--- src/rtl/grayscale_oled_region_writer_core_assert.svh ---
// Assertion macros used by the back end of the grayscale OLED region writer.
`ifndef GRAYSCALE_OLED_REGION_WRITER_CORE_ASSERT_SVH
`define GRAYSCALE_OLED_REGION_WRITER_CORE_ASSERT_SVH

// Same-cycle implication, disabled while reset is asserted.
`define ORW_ASSERT_IMPLY(lbl, clk, rst_n, ante, cons) \
    lbl: assert property (@(posedge clk) disable iff (!(rst_n)) (ante) |-> (cons)) \
        else $error("%m: implication check failed");

// Next-cycle implication, disabled while reset is asserted.
`define ORW_ASSERT_NEXT(lbl, clk, rst_n, ante, cons) \
    lbl: assert property (@(posedge clk) disable iff (!(rst_n)) (ante) |=> (cons)) \
        else $error("%m: next-cycle check failed");

`endif

--- src/rtl/orw_pkg.sv ---
// Types, constants and the power-up table of the grayscale OLED region writer.
package orw_pkg;

    localparam int PANEL_COLUMNS_DEF = 256;
    localparam int PANEL_ROWS_DEF    = 128;
    localparam int QUEUE_DEPTH_DEF   = 4;

    localparam int BYTES_LEFT_W = 15;
    localparam int INIT_LEN     = 34;
    localparam int REGION_LEN   = 7;
    localparam int STEP_W       = $clog2(INIT_LEN);
    localparam int CFG_IDX_W    = 3;
    localparam int CFG_DATA_W   = 8;

    localparam logic [1:0] KIND_REGION = 2'd0;
    localparam logic [1:0] KIND_PIXEL  = 2'd1;
    localparam logic [1:0] KIND_INIT   = 2'd2;

    localparam logic [CFG_IDX_W-1:0] CFG_COLUMN_OFFSET      = 3'd0;
    localparam logic [CFG_IDX_W-1:0] CFG_OSCILLATOR_SETTING = 3'd1;
    localparam logic [CFG_IDX_W-1:0] CFG_MUX_RATIO          = 3'd2;
    localparam logic [CFG_IDX_W-1:0] CFG_SEGMENT_CURRENT    = 3'd3;
    localparam logic [CFG_IDX_W-1:0] CFG_MASTER_CURRENT     = 3'd4;
    localparam logic [CFG_IDX_W-1:0] CFG_PRECHARGE_VOLTAGE  = 3'd5;
    localparam logic [CFG_IDX_W-1:0] CFG_PRECHARGE_PERIOD   = 3'd6;

    localparam logic [7:0] CMD_SET_ROW    = 8'h75;
    localparam logic [7:0] CMD_SET_COLUMN = 8'h15;
    localparam logic [7:0] CMD_WRITE_RAM  = 8'h5c;

    localparam int STEP_OSCILLATOR = 4;
    localparam int STEP_MUX        = 6;
    localparam int STEP_SEGMENT    = 20;
    localparam int STEP_MASTER     = 22;
    localparam int STEP_PRE_VOLT   = 27;
    localparam int STEP_PRE_PERIOD = 29;

    localparam logic [7:0] INIT_BYTES [INIT_LEN] = '{
        8'hfd, 8'h12, 8'hae, 8'hb3, 8'h91, 8'hca, 8'h3f, 8'ha2, 8'h00, 8'ha1, 8'h00,
        8'ha0, 8'h14, 8'h11, 8'hab, 8'h01, 8'hb4, 8'ha0, 8'hfd, 8'hc1, 8'hff, 8'hc7,
        8'h0f, 8'hb9, 8'hb1, 8'he2, 8'hbb, 8'h1f, 8'hb6, 8'h08, 8'hbe, 8'h07, 8'ha7,
        8'haf
    };
    localparam bit INIT_DC [INIT_LEN] = '{
        1'b0, 1'b1, 1'b0, 1'b0, 1'b1, 1'b0, 1'b1, 1'b0, 1'b1, 1'b0, 1'b1,
        1'b0, 1'b1, 1'b1, 1'b0, 1'b1, 1'b0, 1'b1, 1'b1, 1'b0, 1'b1, 1'b0,
        1'b1, 1'b0, 1'b0, 1'b1, 1'b0, 1'b1, 1'b0, 1'b1, 1'b0, 1'b1, 1'b0,
        1'b0
    };

    typedef struct packed {
        logic [1:0] kind;
        logic [7:0] x_first;
        logic [7:0] x_last;
        logic [6:0] y_first;
        logic [6:0] y_last;
        logic [5:0] green;
    } t_item;

    typedef struct packed {
        logic [7:0] out_byte;
        logic       is_data;
        logic       run_last;
        logic       region_done;
    } t_result;

    typedef struct packed {
        logic [6:0] column_offset;
        logic [7:0] oscillator_setting;
        logic [6:0] mux_ratio;
        logic [7:0] segment_current;
        logic [3:0] master_current;
        logic [4:0] precharge_voltage;
        logic [3:0] precharge_period;
    } t_cfg;

    typedef enum logic [1:0] {
        JOB_INIT,
        JOB_REGION,
        JOB_PIXEL
    } t_job_op;

    typedef struct packed {
        t_job_op    op;
        logic [7:0] arg0;
        logic [7:0] arg1;
        logic [7:0] arg2;
        logic [7:0] arg3;
        logic       done;
    } t_job;

    typedef struct packed {
        logic valid;
        t_job job;
    } t_queue_head;

    // Returns the data/command flag and the byte of one power-up step.
    function automatic logic [8:0] init_entry(input logic [STEP_W-1:0] step, input t_cfg cfg);
        logic [7:0] b;
        logic       dc;
        b  = 8'h00;
        dc = 1'b0;
        if (int'(step) < INIT_LEN) begin
            b  = INIT_BYTES[step];
            dc = INIT_DC[step];
        end
        case (int'(step))
            STEP_OSCILLATOR: b = cfg.oscillator_setting;
            STEP_MUX:        b = {1'b0, cfg.mux_ratio};
            STEP_SEGMENT:    b = cfg.segment_current;
            STEP_MASTER:     b = {4'h0, cfg.master_current};
            STEP_PRE_VOLT:   b = {3'h0, cfg.precharge_voltage};
            STEP_PRE_PERIOD: b = {4'h0, cfg.precharge_period};
            default:         b = b;
        endcase
        return {dc, b};
    endfunction

endpackage

--- src/rtl/orw_stream_if.sv ---
// Valid/ready stream channel carrying one payload per transfer.
interface orw_stream_if #(
    parameter type t_payload = logic
);
    logic     valid;
    logic     ready;
    t_payload payload;

    modport source (output valid, output payload, input ready);
    modport sink (input valid, input payload, output ready);
endinterface

--- src/rtl/grayscale_oled_region_writer_core.sv ---
// Top level of the grayscale OLED region writer: configuration registers and the job pipeline.
//
// Usage: items enter on i_item (kind, region bounds, green value); controller bytes leave on
// o_result, each with its data/command flag, a flag on the last byte of its item and a flag
// on the final pixel byte of the region. Both are valid/ready channels; a transfer happens
// when valid and ready are high at a rising edge. Registers are written through i_cfg_we,
// i_cfg_index and i_cfg_data; the user must do so only while the block is idle, as the block
// does not enforce it. Unknown indexes are ignored. An item is taken every cycle while the
// job queue has room. The job it causes is written into the queue, and its bytes are
// registered in the output register. The output side delivers one byte per cycle while the
// receiver is ready; an init item gives 34 bytes, a region item 7 and a pixel pair 1, so
// pixel streams run at one item per cycle. Reset clears the queue, the output valid flag
// and the region byte counter, and loads the register defaults. When the receiver stalls,
// the output byte holds, the queue fills and i_item.ready falls once it is full.
module grayscale_oled_region_writer_core #(
    parameter int PANEL_COLUMNS = orw_pkg::PANEL_COLUMNS_DEF,
    parameter int PANEL_ROWS    = orw_pkg::PANEL_ROWS_DEF,
    parameter int QUEUE_DEPTH   = orw_pkg::QUEUE_DEPTH_DEF
) (
    input  logic                              i_clk,
    input  logic                              i_rst_n,
    orw_stream_if.sink                        i_item,
    orw_stream_if.source                      o_result,
    input  logic                              i_cfg_we,
    input  logic [orw_pkg::CFG_IDX_W-1:0]     i_cfg_index,
    input  logic [orw_pkg::CFG_DATA_W-1:0]    i_cfg_data
);
    import orw_pkg::*;

    t_cfg        r_cfg;
    t_cfg        n_cfg;
    logic        push;
    t_job        push_job;
    logic        full;
    logic        pop;
    t_queue_head head;

    always_comb begin
        n_cfg = r_cfg;
        if (i_cfg_we) begin
            unique case (i_cfg_index)
                CFG_COLUMN_OFFSET:      n_cfg.column_offset      = i_cfg_data[6:0];
                CFG_OSCILLATOR_SETTING: n_cfg.oscillator_setting = i_cfg_data;
                CFG_MUX_RATIO:          n_cfg.mux_ratio          = i_cfg_data[6:0];
                CFG_SEGMENT_CURRENT:    n_cfg.segment_current    = i_cfg_data;
                CFG_MASTER_CURRENT:     n_cfg.master_current     = i_cfg_data[3:0];
                CFG_PRECHARGE_VOLTAGE:  n_cfg.precharge_voltage  = i_cfg_data[4:0];
                CFG_PRECHARGE_PERIOD:   n_cfg.precharge_period   = i_cfg_data[3:0];
                default:                n_cfg = r_cfg;
            endcase
        end
    end

    always_ff @(posedge i_clk) begin
        if (!i_rst_n) begin
            r_cfg.column_offset      <= 7'd28;
            r_cfg.oscillator_setting <= 8'd145;
            r_cfg.mux_ratio          <= 7'd63;
            r_cfg.segment_current    <= 8'd255;
            r_cfg.master_current     <= 4'd15;
            r_cfg.precharge_voltage  <= 5'd31;
            r_cfg.precharge_period   <= 4'd8;
        end else begin
            r_cfg <= n_cfg;
        end
    end

    orw_front #(
        .PANEL_COLUMNS (PANEL_COLUMNS),
        .PANEL_ROWS    (PANEL_ROWS)
    ) u_front (
        .i_clk      (i_clk),
        .i_rst_n    (i_rst_n),
        .i_item     (i_item),
        .i_cfg      (r_cfg),
        .i_full     (full),
        .o_push     (push),
        .o_push_job (push_job)
    );

    orw_queue #(
        .QUEUE_DEPTH (QUEUE_DEPTH)
    ) u_queue (
        .i_clk      (i_clk),
        .i_rst_n    (i_rst_n),
        .i_push     (push),
        .i_push_job (push_job),
        .o_full     (full),
        .i_pop      (pop),
        .o_head     (head)
    );

    orw_back u_back (
        .i_clk    (i_clk),
        .i_rst_n  (i_rst_n),
        .i_cfg    (r_cfg),
        .i_head   (head),
        .o_pop    (pop),
        .o_result (o_result)
    );

endmodule

--- src/rtl/orw_queue.sv ---
// Short job queue between the classifying front end and the byte sequencer.
module orw_queue #(
    parameter int QUEUE_DEPTH = orw_pkg::QUEUE_DEPTH_DEF
) (
    input  logic               i_clk,
    input  logic               i_rst_n,
    input  logic               i_push,
    input  orw_pkg::t_job      i_push_job,
    output logic               o_full,
    input  logic               i_pop,
    output orw_pkg::t_queue_head o_head
);
    import orw_pkg::*;

    localparam int PTR_W = (QUEUE_DEPTH > 1) ? $clog2(QUEUE_DEPTH) : 1;
    localparam int CNT_W = $clog2(QUEUE_DEPTH + 1);
    localparam logic [PTR_W-1:0] PTR_LAST = PTR_W'(QUEUE_DEPTH - 1);
    localparam logic [CNT_W-1:0] CNT_FULL = CNT_W'(QUEUE_DEPTH);

    t_job             r_mem [QUEUE_DEPTH];
    logic [PTR_W-1:0] r_wr_ptr;
    logic [PTR_W-1:0] r_rd_ptr;
    logic [CNT_W-1:0] r_count;
    logic [PTR_W-1:0] n_wr_ptr;
    logic [PTR_W-1:0] n_rd_ptr;
    logic [CNT_W-1:0] n_count;
    logic             do_push;
    logic             do_pop;

    assign o_full       = (r_count == CNT_FULL);
    assign o_head.valid = (r_count != '0);
    assign o_head.job   = r_mem[r_rd_ptr];
    assign do_push      = i_push && !o_full;
    assign do_pop       = i_pop && o_head.valid;

    always_comb begin
        n_wr_ptr = r_wr_ptr;
        n_rd_ptr = r_rd_ptr;
        n_count  = r_count;
        if (do_push) begin
            n_wr_ptr = (r_wr_ptr == PTR_LAST) ? '0 : r_wr_ptr + 1'b1;
        end
        if (do_pop) begin
            n_rd_ptr = (r_rd_ptr == PTR_LAST) ? '0 : r_rd_ptr + 1'b1;
        end
        if (do_push && !do_pop) begin
            n_count = r_count + 1'b1;
        end else if (do_pop && !do_push) begin
            n_count = r_count - 1'b1;
        end
    end

    always_ff @(posedge i_clk) begin
        if (do_push) begin
            r_mem[r_wr_ptr] <= i_push_job;
        end
    end

    always_ff @(posedge i_clk) begin
        if (!i_rst_n) begin
            r_wr_ptr <= '0;
            r_rd_ptr <= '0;
            r_count  <= '0;
        end else begin
            r_wr_ptr <= n_wr_ptr;
            r_rd_ptr <= n_rd_ptr;
            r_count  <= n_count;
        end
    end

endmodule

--- src/rtl/orw_front.sv ---
// Front end: accepts items, checks regions, tracks the pixel budget and packs nibbles.
module orw_front #(
    parameter int PANEL_COLUMNS = orw_pkg::PANEL_COLUMNS_DEF,
    parameter int PANEL_ROWS    = orw_pkg::PANEL_ROWS_DEF
) (
    input  logic          i_clk,
    input  logic          i_rst_n,
    orw_stream_if.sink    i_item,
    input  orw_pkg::t_cfg i_cfg,
    input  logic          i_full,
    output logic          o_push,
    output orw_pkg::t_job o_push_job
);
    import orw_pkg::*;

    logic [BYTES_LEFT_W-1:0] r_bytes_left;
    logic                    r_waiting;
    logic [3:0]              r_held;
    logic [BYTES_LEFT_W-1:0] n_bytes_left;
    logic                    n_waiting;
    logic [3:0]              n_held;

    t_item       item;
    logic        accept;
    logic [7:0]  x1;
    logic [7:0]  x2;
    logic [8:0]  span_x;
    logic [7:0]  span_y;
    logic [16:0] area;
    logic        region_ok;
    logic [3:0]  gray;

    assign item          = i_item.payload;
    assign i_item.ready  = !i_full;
    assign accept        = i_item.valid && !i_full;

    assign x1        = item.x_first & 8'hfc;
    assign x2        = item.x_last | 8'h03;
    assign span_x    = {1'b0, x2} - {1'b0, x1} + 9'd1;
    assign span_y    = {1'b0, item.y_last} - {1'b0, item.y_first} + 8'd1;
    assign area      = span_x * span_y;
    assign gray      = item.green[5:2];
    assign region_ok = (x2 >= x1) && (item.y_last >= item.y_first)
                    && (32'(x2) < PANEL_COLUMNS) && (32'(item.y_last) < PANEL_ROWS);

    always_comb begin
        n_bytes_left    = r_bytes_left;
        n_waiting       = r_waiting;
        n_held          = r_held;
        o_push          = 1'b0;
        o_push_job.op   = JOB_PIXEL;
        o_push_job.arg0 = {r_held, gray};
        o_push_job.arg1 = {1'b0, item.y_last};
        o_push_job.arg2 = 8'({1'b0, i_cfg.column_offset} + {2'b00, x1[7:2]});
        o_push_job.arg3 = 8'({1'b0, i_cfg.column_offset} + {2'b00, x2[7:2]});
        o_push_job.done = (r_bytes_left == BYTES_LEFT_W'(1));
        if (accept) begin
            case (item.kind)
                KIND_INIT: begin
                    o_push        = 1'b1;
                    o_push_job.op = JOB_INIT;
                    n_bytes_left  = '0;
                    n_waiting     = 1'b0;
                    n_held        = 4'h0;
                end
                KIND_REGION: begin
                    if (region_ok) begin
                        o_push          = 1'b1;
                        o_push_job.op   = JOB_REGION;
                        o_push_job.arg0 = {1'b0, item.y_first};
                        n_bytes_left    = area[BYTES_LEFT_W:1];
                        n_waiting       = 1'b0;
                        n_held          = 4'h0;
                    end
                end
                KIND_PIXEL: begin
                    if (r_bytes_left != '0) begin
                        if (!r_waiting) begin
                            n_held    = gray;
                            n_waiting = 1'b1;
                        end else begin
                            o_push       = 1'b1;
                            n_waiting    = 1'b0;
                            n_bytes_left = r_bytes_left - 1'b1;
                        end
                    end
                end
                default: begin
                    n_bytes_left = r_bytes_left;
                end
            endcase
        end
    end

    always_ff @(posedge i_clk) begin
        if (!i_rst_n) begin
            r_bytes_left <= '0;
            r_waiting    <= 1'b0;
            r_held       <= 4'h0;
        end else begin
            r_bytes_left <= n_bytes_left;
            r_waiting    <= n_waiting;
            r_held       <= n_held;
        end
    end

endmodule

--- src/rtl/orw_back.sv ---
// Back end: walks each queued job byte by byte into the output register.
`include "grayscale_oled_region_writer_core_assert.svh"

module orw_back (
    input  logic                 i_clk,
    input  logic                 i_rst_n,
    input  orw_pkg::t_cfg        i_cfg,
    input  orw_pkg::t_queue_head i_head,
    output logic                 o_pop,
    orw_stream_if.source         o_result
);
    import orw_pkg::*;

    logic [STEP_W-1:0] r_step;
    logic [STEP_W-1:0] n_step;
    logic              r_out_valid;
    logic              n_out_valid;
    t_result           r_out;
    t_result           n_out;

    logic              load;
    logic [STEP_W-1:0] last_step;
    logic [7:0]        cur_byte;
    logic              cur_dc;
    logic              cur_done;
    logic [8:0]        init_word;

    assign init_word = init_entry(r_step, i_cfg);
    assign load      = i_head.valid && (!r_out_valid || o_result.ready);
    assign o_pop     = load && (r_step == last_step);

    assign o_result.valid   = r_out_valid;
    assign o_result.payload = r_out;

    always_comb begin
        cur_byte  = 8'h00;
        cur_dc    = 1'b0;
        cur_done  = 1'b0;
        last_step = '0;
        unique case (i_head.job.op)
            JOB_INIT: begin
                cur_dc    = init_word[8];
                cur_byte  = init_word[7:0];
                last_step = STEP_W'(INIT_LEN - 1);
            end
            JOB_REGION: begin
                last_step = STEP_W'(REGION_LEN - 1);
                unique case (r_step)
                    STEP_W'(0): cur_byte = CMD_SET_ROW;
                    STEP_W'(1): begin
                        cur_byte = i_head.job.arg0;
                        cur_dc   = 1'b1;
                    end
                    STEP_W'(2): begin
                        cur_byte = i_head.job.arg1;
                        cur_dc   = 1'b1;
                    end
                    STEP_W'(3): cur_byte = CMD_SET_COLUMN;
                    STEP_W'(4): begin
                        cur_byte = i_head.job.arg2;
                        cur_dc   = 1'b1;
                    end
                    STEP_W'(5): begin
                        cur_byte = i_head.job.arg3;
                        cur_dc   = 1'b1;
                    end
                    default: cur_byte = CMD_WRITE_RAM;
                endcase
            end
            JOB_PIXEL: begin
                cur_byte = i_head.job.arg0;
                cur_dc   = 1'b1;
                cur_done = i_head.job.done;
            end
            default: begin
                last_step = '0;
            end
        endcase
    end

    always_comb begin
        n_step      = r_step;
        n_out_valid = r_out_valid;
        n_out       = r_out;
        if (load) begin
            n_out_valid       = 1'b1;
            n_out.out_byte    = cur_byte;
            n_out.is_data     = cur_dc;
            n_out.run_last    = (r_step == last_step);
            n_out.region_done = cur_done;
            n_step            = (r_step == last_step) ? '0 : r_step + 1'b1;
        end else if (o_result.ready) begin
            n_out_valid = 1'b0;
        end
    end

    always_ff @(posedge i_clk) begin
        r_out <= n_out;
        if (!i_rst_n) begin
            r_step      <= '0;
            r_out_valid <= 1'b0;
        end else begin
            r_step      <= n_step;
            r_out_valid <= n_out_valid;
        end
    end

    `ORW_ASSERT_IMPLY(a_step_needs_job, i_clk, i_rst_n, r_step != '0, i_head.valid)
    `ORW_ASSERT_IMPLY(a_done_is_final_data, i_clk, i_rst_n, r_out_valid && r_out.region_done, r_out.is_data && r_out.run_last)
    `ORW_ASSERT_NEXT(a_pop_gives_run_last, i_clk, i_rst_n, o_pop, r_out_valid && r_out.run_last && (r_step == '0))

endmodule

--- src/flat_wrapper.sv ---
// flat-port wrapper written by rule: the top's interface ports become plain ports
module grayscale_oled_region_writer_core_flat import orw_pkg::*;
#(
    parameter int PANEL_COLUMNS = orw_pkg::PANEL_COLUMNS_DEF,
    parameter int PANEL_ROWS    = orw_pkg::PANEL_ROWS_DEF,
    parameter int QUEUE_DEPTH   = orw_pkg::QUEUE_DEPTH_DEF
)
  (i_clk, i_rst_n, i_cfg_we, i_cfg_index, i_cfg_data, i_item_valid, i_item_payload, i_item_ready, o_result_valid, o_result_payload, o_result_ready);
  orw_stream_if #(.t_payload(t_item)) i_item_i ();
  orw_stream_if #(.t_payload(t_result)) o_result_i ();
  input  logic i_clk;
  input  logic i_rst_n;
  input  logic i_cfg_we;
  input  logic [orw_pkg::CFG_IDX_W-1:0] i_cfg_index;
  input  logic [orw_pkg::CFG_DATA_W-1:0] i_cfg_data;
  input wire logic [$bits(i_item_i.valid)-1:0] i_item_valid;
  input wire logic [$bits(i_item_i.payload)-1:0] i_item_payload;
  output wire logic [$bits(i_item_i.ready)-1:0] i_item_ready;
  output wire logic [$bits(o_result_i.valid)-1:0] o_result_valid;
  output wire logic [$bits(o_result_i.payload)-1:0] o_result_payload;
  input wire logic [$bits(o_result_i.ready)-1:0] o_result_ready;
  assign i_item_i.valid = i_item_valid;
  assign i_item_i.payload = i_item_payload;
  assign i_item_ready = i_item_i.ready;
  assign o_result_valid = o_result_i.valid;
  assign o_result_payload = o_result_i.payload;
  assign o_result_i.ready = o_result_ready;
  grayscale_oled_region_writer_core #(.PANEL_COLUMNS(PANEL_COLUMNS), .PANEL_ROWS(PANEL_ROWS), .QUEUE_DEPTH(QUEUE_DEPTH)) u_core (.i_clk(i_clk), .i_rst_n(i_rst_n), .i_item(i_item_i), .o_result(o_result_i), .i_cfg_we(i_cfg_we), .i_cfg_index(i_cfg_index), .i_cfg_data(i_cfg_data));
endmodule
--- config.mk ---
export PLATFORM = sky130hd
export DESIGN_NAME = grayscale_oled_region_writer_core_flat
export DESIGN_NICKNAME = d
export VERILOG_FILES = /design/src/rtl/orw_pkg.sv /design/src/rtl/orw_stream_if.sv /design/src/rtl/grayscale_oled_region_writer_core.sv /design/src/rtl/orw_queue.sv /design/src/rtl/orw_front.sv /design/src/rtl/orw_back.sv /design/src/flat_wrapper.sv
export VERILOG_INCLUDE_DIRS = /design/src /design/src/rtl
export SDC_FILE = /design/constraint.sdc
export NUM_CORES = 1
export LEC_CHECK = 0
export ABC_AREA = 1
export CORE_MARGIN = 8
export CORE_UTILIZATION = 60
export CTS_BUF_LIST = sky130_fd_sc_hd__clkbuf_16
export CTS_CLUSTER_SIZE = 14
export DETAILED_ROUTE_END_ITERATION = 16
export DONT_BUFFER_PORTS = 1
export GPL_TIMING_DRIVEN = 0
export PLACE_DENSITY = 0.77
export RECOVER_POWER = 25
export SYNTH_ARGS = -nofsm -noshare
export SYNTH_HDL_FRONTEND = slang
export SYNTH_SLANG_ARGS = --single-unit
--- constraint.sdc ---
create_clock -name i_clk -period 12.4 [get_ports i_clk]
set_clock_uncertainty 0.1 [all_clocks]
set_input_delay 1.24 -clock i_clk [delete_from_list [all_inputs] [get_ports i_clk]]
set_output_delay 1.24 -clock i_clk [all_outputs]
set_load 0.03 [all_outputs]
==> qor.yml <==
vias: 11253
reg2reg_slack_ps: 8400
hold_class: "flop to flop"
cts.sinks: 226
crit_type: "primary input to flop"
slew-limit-headroom_pct: -42.7
nets: 1808
cts_buffers: 24
ioPinCount: 67
cts_resized: 0
finalCritPeriodShare_pct: 52.2
initial_core_util_pct: 60.7
violations: "max-capacitance violations, max-slew violations"
areaGrowthSynthToFinish_pct: 9.10
slew_violations: 19
hold_path_startpoint: "u_core.r_cfg[21]$_SDFFE_PN1P_"
grt_pass1_wl_um: 57400
ant_nets: 0
drt_iter0_drc: 969
yosysWarningCount: 0
min_period_ps: 6480
leakage_nw: 6.53
hold_buffers: 0
globalRouteOverflowTotal: 0
cts_root_buf: "clkbuf_16"
drc: 0
endpoint_kind: "flop"
yosys_most_used_dff: "edfxtp_1"
whs_ps: 363
dpl-instance-area_mm2: 0.0141
peakVddDrop_v: 0.000502
fmax_ghz: 0.154
cp_data_required_time_ps: 12740
diodes: 0
dieArea_mm2: 0.0278
totalWireLength_um: 36300
reg2reg_depth: 8
async_flop_share_pct: 0
worst_slack_ps: 5920
utilization_pct: 66.2
detail_route.vias_per_cell: 5.83
port-buffer-count: 0
h-tree-depth: 1
cp-startpoint: "i_item_payload[22]"
post_drt_wl_per_cell_um: 18.8
grt_max_degree: 30
crit_top_cell: "inv_1"
globalRouteTotalUtil_pct: 25.8
synth_edf_count: 147
tns_ps: 0
synth_area_mm2: 0.0136
worstMarginPinSlew_ps: 2130
ys_seq_area_share_pct: 44.0
cts_tree: "done"
row_count: 55
setup_viol: 0
holdPathEnd: "u_core.r_cfg[21]$_SDFFE_PN1P_"
maxCapViolations: 1
clkTransAtPathRegs_ps: 60
synth_nets: 1778
postSynthCellCount: 1598
post_cts_buffers: 0
max_stage_delay_ps: 530
hold_depth: 2
design_area_mm2: 0.0149
drive_gt1_share_pct: 6.68
drt_pass1_iterations: 6
startpoint_type: "primary input"
cp_max_fo: 5
gp_congestion: 0.947
die_h_um: 167
clockBufferDepth: 3
die_w_um: 167
core_mm2: 0.0224
grt_pass1_vias: 11063
hold_violations: 0
arrival_ps: 6820
powerDensity_mw_per_mm2: 234
hpwl_um: 27000
synth.distinct_cells: 55
syn_avg_cell_area_um2: 8.52
synth-seq-cells: 226
clk_latency_ps: 520
antenna_found_initial: 0
post-place-ws_ps: 5430
regToRegStartpoint: "u_core.u_queue.r_count[1]$_SDFFE_PN0P_"
status: "complete, but fails checks"
cp_slowest_cell: "fa_1"
rsz0062_at_grt: "false"
r2r-end: "u_core.u_queue.r_count[1]$_SDFFE_PN0P_"
stage by stage:
| stage | cells | total power [mW] |
|---|---|---|
| 6_report | 1931 | 3.48 |
| 5_1_grt | 1931 | 3.77 |
| 4_1_cts | 1931 | 3.49 |
| 3_5_place_dp | 1887 | 2.78 |
| 3_3_place_gp | 1883 | 2.74 |
| 2_1_floorplan | 1598 | 2.29 |
kinds of logic after synthesis:
kind of cell               synth area share, %
adders and majority gates                 13.7
xor gates and xnor gates                  1.86
and+or+nand+nor                           21.7
DFF                                       44.0
AOI/OAI and AO/OA                         11.3
buffers and inverters                     7.50
final cells by class:
cell class	count	area (um2)
buffer	41	201
sequential	226	6000
multi-input combinational	1114	6610
clock buffer	24	601
fill	1822	7570
clock inverter	20	188
timing repair buffer	4	95.1
inverter	217	818
tap	285	357
layout by cell type, fill, tap and decap left out, types with 8 or more instances in the layout:
master       n
o21ai_1     10
buf_2       14
a21oi_1     77
o22ai_1     23
fa_1        38
inv_1      207
nand2_1    316
nor2_1     186
nor3_1      13
o21ai_0    117
edfxtp_1   147
inv_2       12
nand4_1     19
nand3_1    116
clkbuf_16   24
clkbuf_1    21
xor2_1      24
nor2_2      12
ha_1        88
dfxtp_1     79
nor2_4       8
metal layers:
metal	part of all wire, %	up-vias	track usage (%)	wire, um
met5	0	-	0	0
met4	4.6	0	12.4	1690
met3	8.2	94	4.75	2990
met2	49	475	45.3	17800
met1	38	5286	30.1	13800
li1	-	5398	-	-
cells in the mapped netlist (13+ instances only):
| library cell | n | share of area (%) |
|---|---|---|
| buf_2 | 15 | 0.55 |
| dfxtp_1 | 79 | 12 |
| nor3_1 | 13 | 0.48 |
| nand2_1 | 315 | 8.7 |
| nor2_1 | 189 | 5.2 |
| nand4_1 | 19 | 0.87 |
| nand3_1 | 116 | 4.3 |
| clkbuf_1 | 19 | 0.52 |
| fa_1 | 38 | 5.6 |
| xor2_1 | 24 | 1.5 |
| o22ai_1 | 23 | 1.1 |
| a21oi_1 | 77 | 2.8 |
| o21ai_0 | 116 | 4.3 |
| edfxtp_1 | 147 | 32 |
| ha_1 | 88 | 8.1 |
| inv_1 | 202 | 5.6 |
registers in the layout, indices dropped and copies added (netlist names), named ones only:
signal	count
u_core.u_queue.r_rd_ptr	2
u_core.u_back.o_result.payload	11
u_core.u_front.r_held	4
u_core.u_back.r_step	6
u_core.u_queue.r_count	3
u_core.u_front.r_waiting	1
u_core.r_cfg	43
u_core.u_queue.r_mem	136
u_core.u_queue.r_wr_ptr	2
u_core.u_front.r_bytes_left	15
u_core.u_back.o_result.valid	1
critical path, delay by kind of cell:
family / cells / cell delay (ps)
fa+ha+maj: 8 / 3210
buf+inv: 8 / 620
simple gates: 10 / 960
xor+xnor: 1 / 450
compound gates: 2 / 340
worst max path at each step:
stage,endpoint,cells after the start
4_1_cts,u_core.u_front.r_bytes_left[14]$_SDFFE_PN0P_,30
5_1_grt,u_core.u_front.r_bytes_left[14]$_SDFFE_PN0P_,31
2_1_floorplan,u_core.u_front.r_bytes_left[9]$_SDFFE_PN0P_,26
3_5_place_dp,u_core.u_front.r_bytes_left[14]$_SDFFE_PN0P_,30
6_report,u_core.u_front.r_bytes_left[14]$_SDFFE_PN0P_,29
3_3_place_gp,u_core.u_front.r_bytes_left[14]$_SDFFE_PN0P_,30
power breakdown:
part | total (mW) | internal [mW] | switching, mW
logic | 1.77 | 0.597 | 1.18
clock network | 0.713 | 0.417 | 0.296
registers | 0.991 | 0.908 | 0.0831
Note: power is estimated with default switching activity, not from simulation.
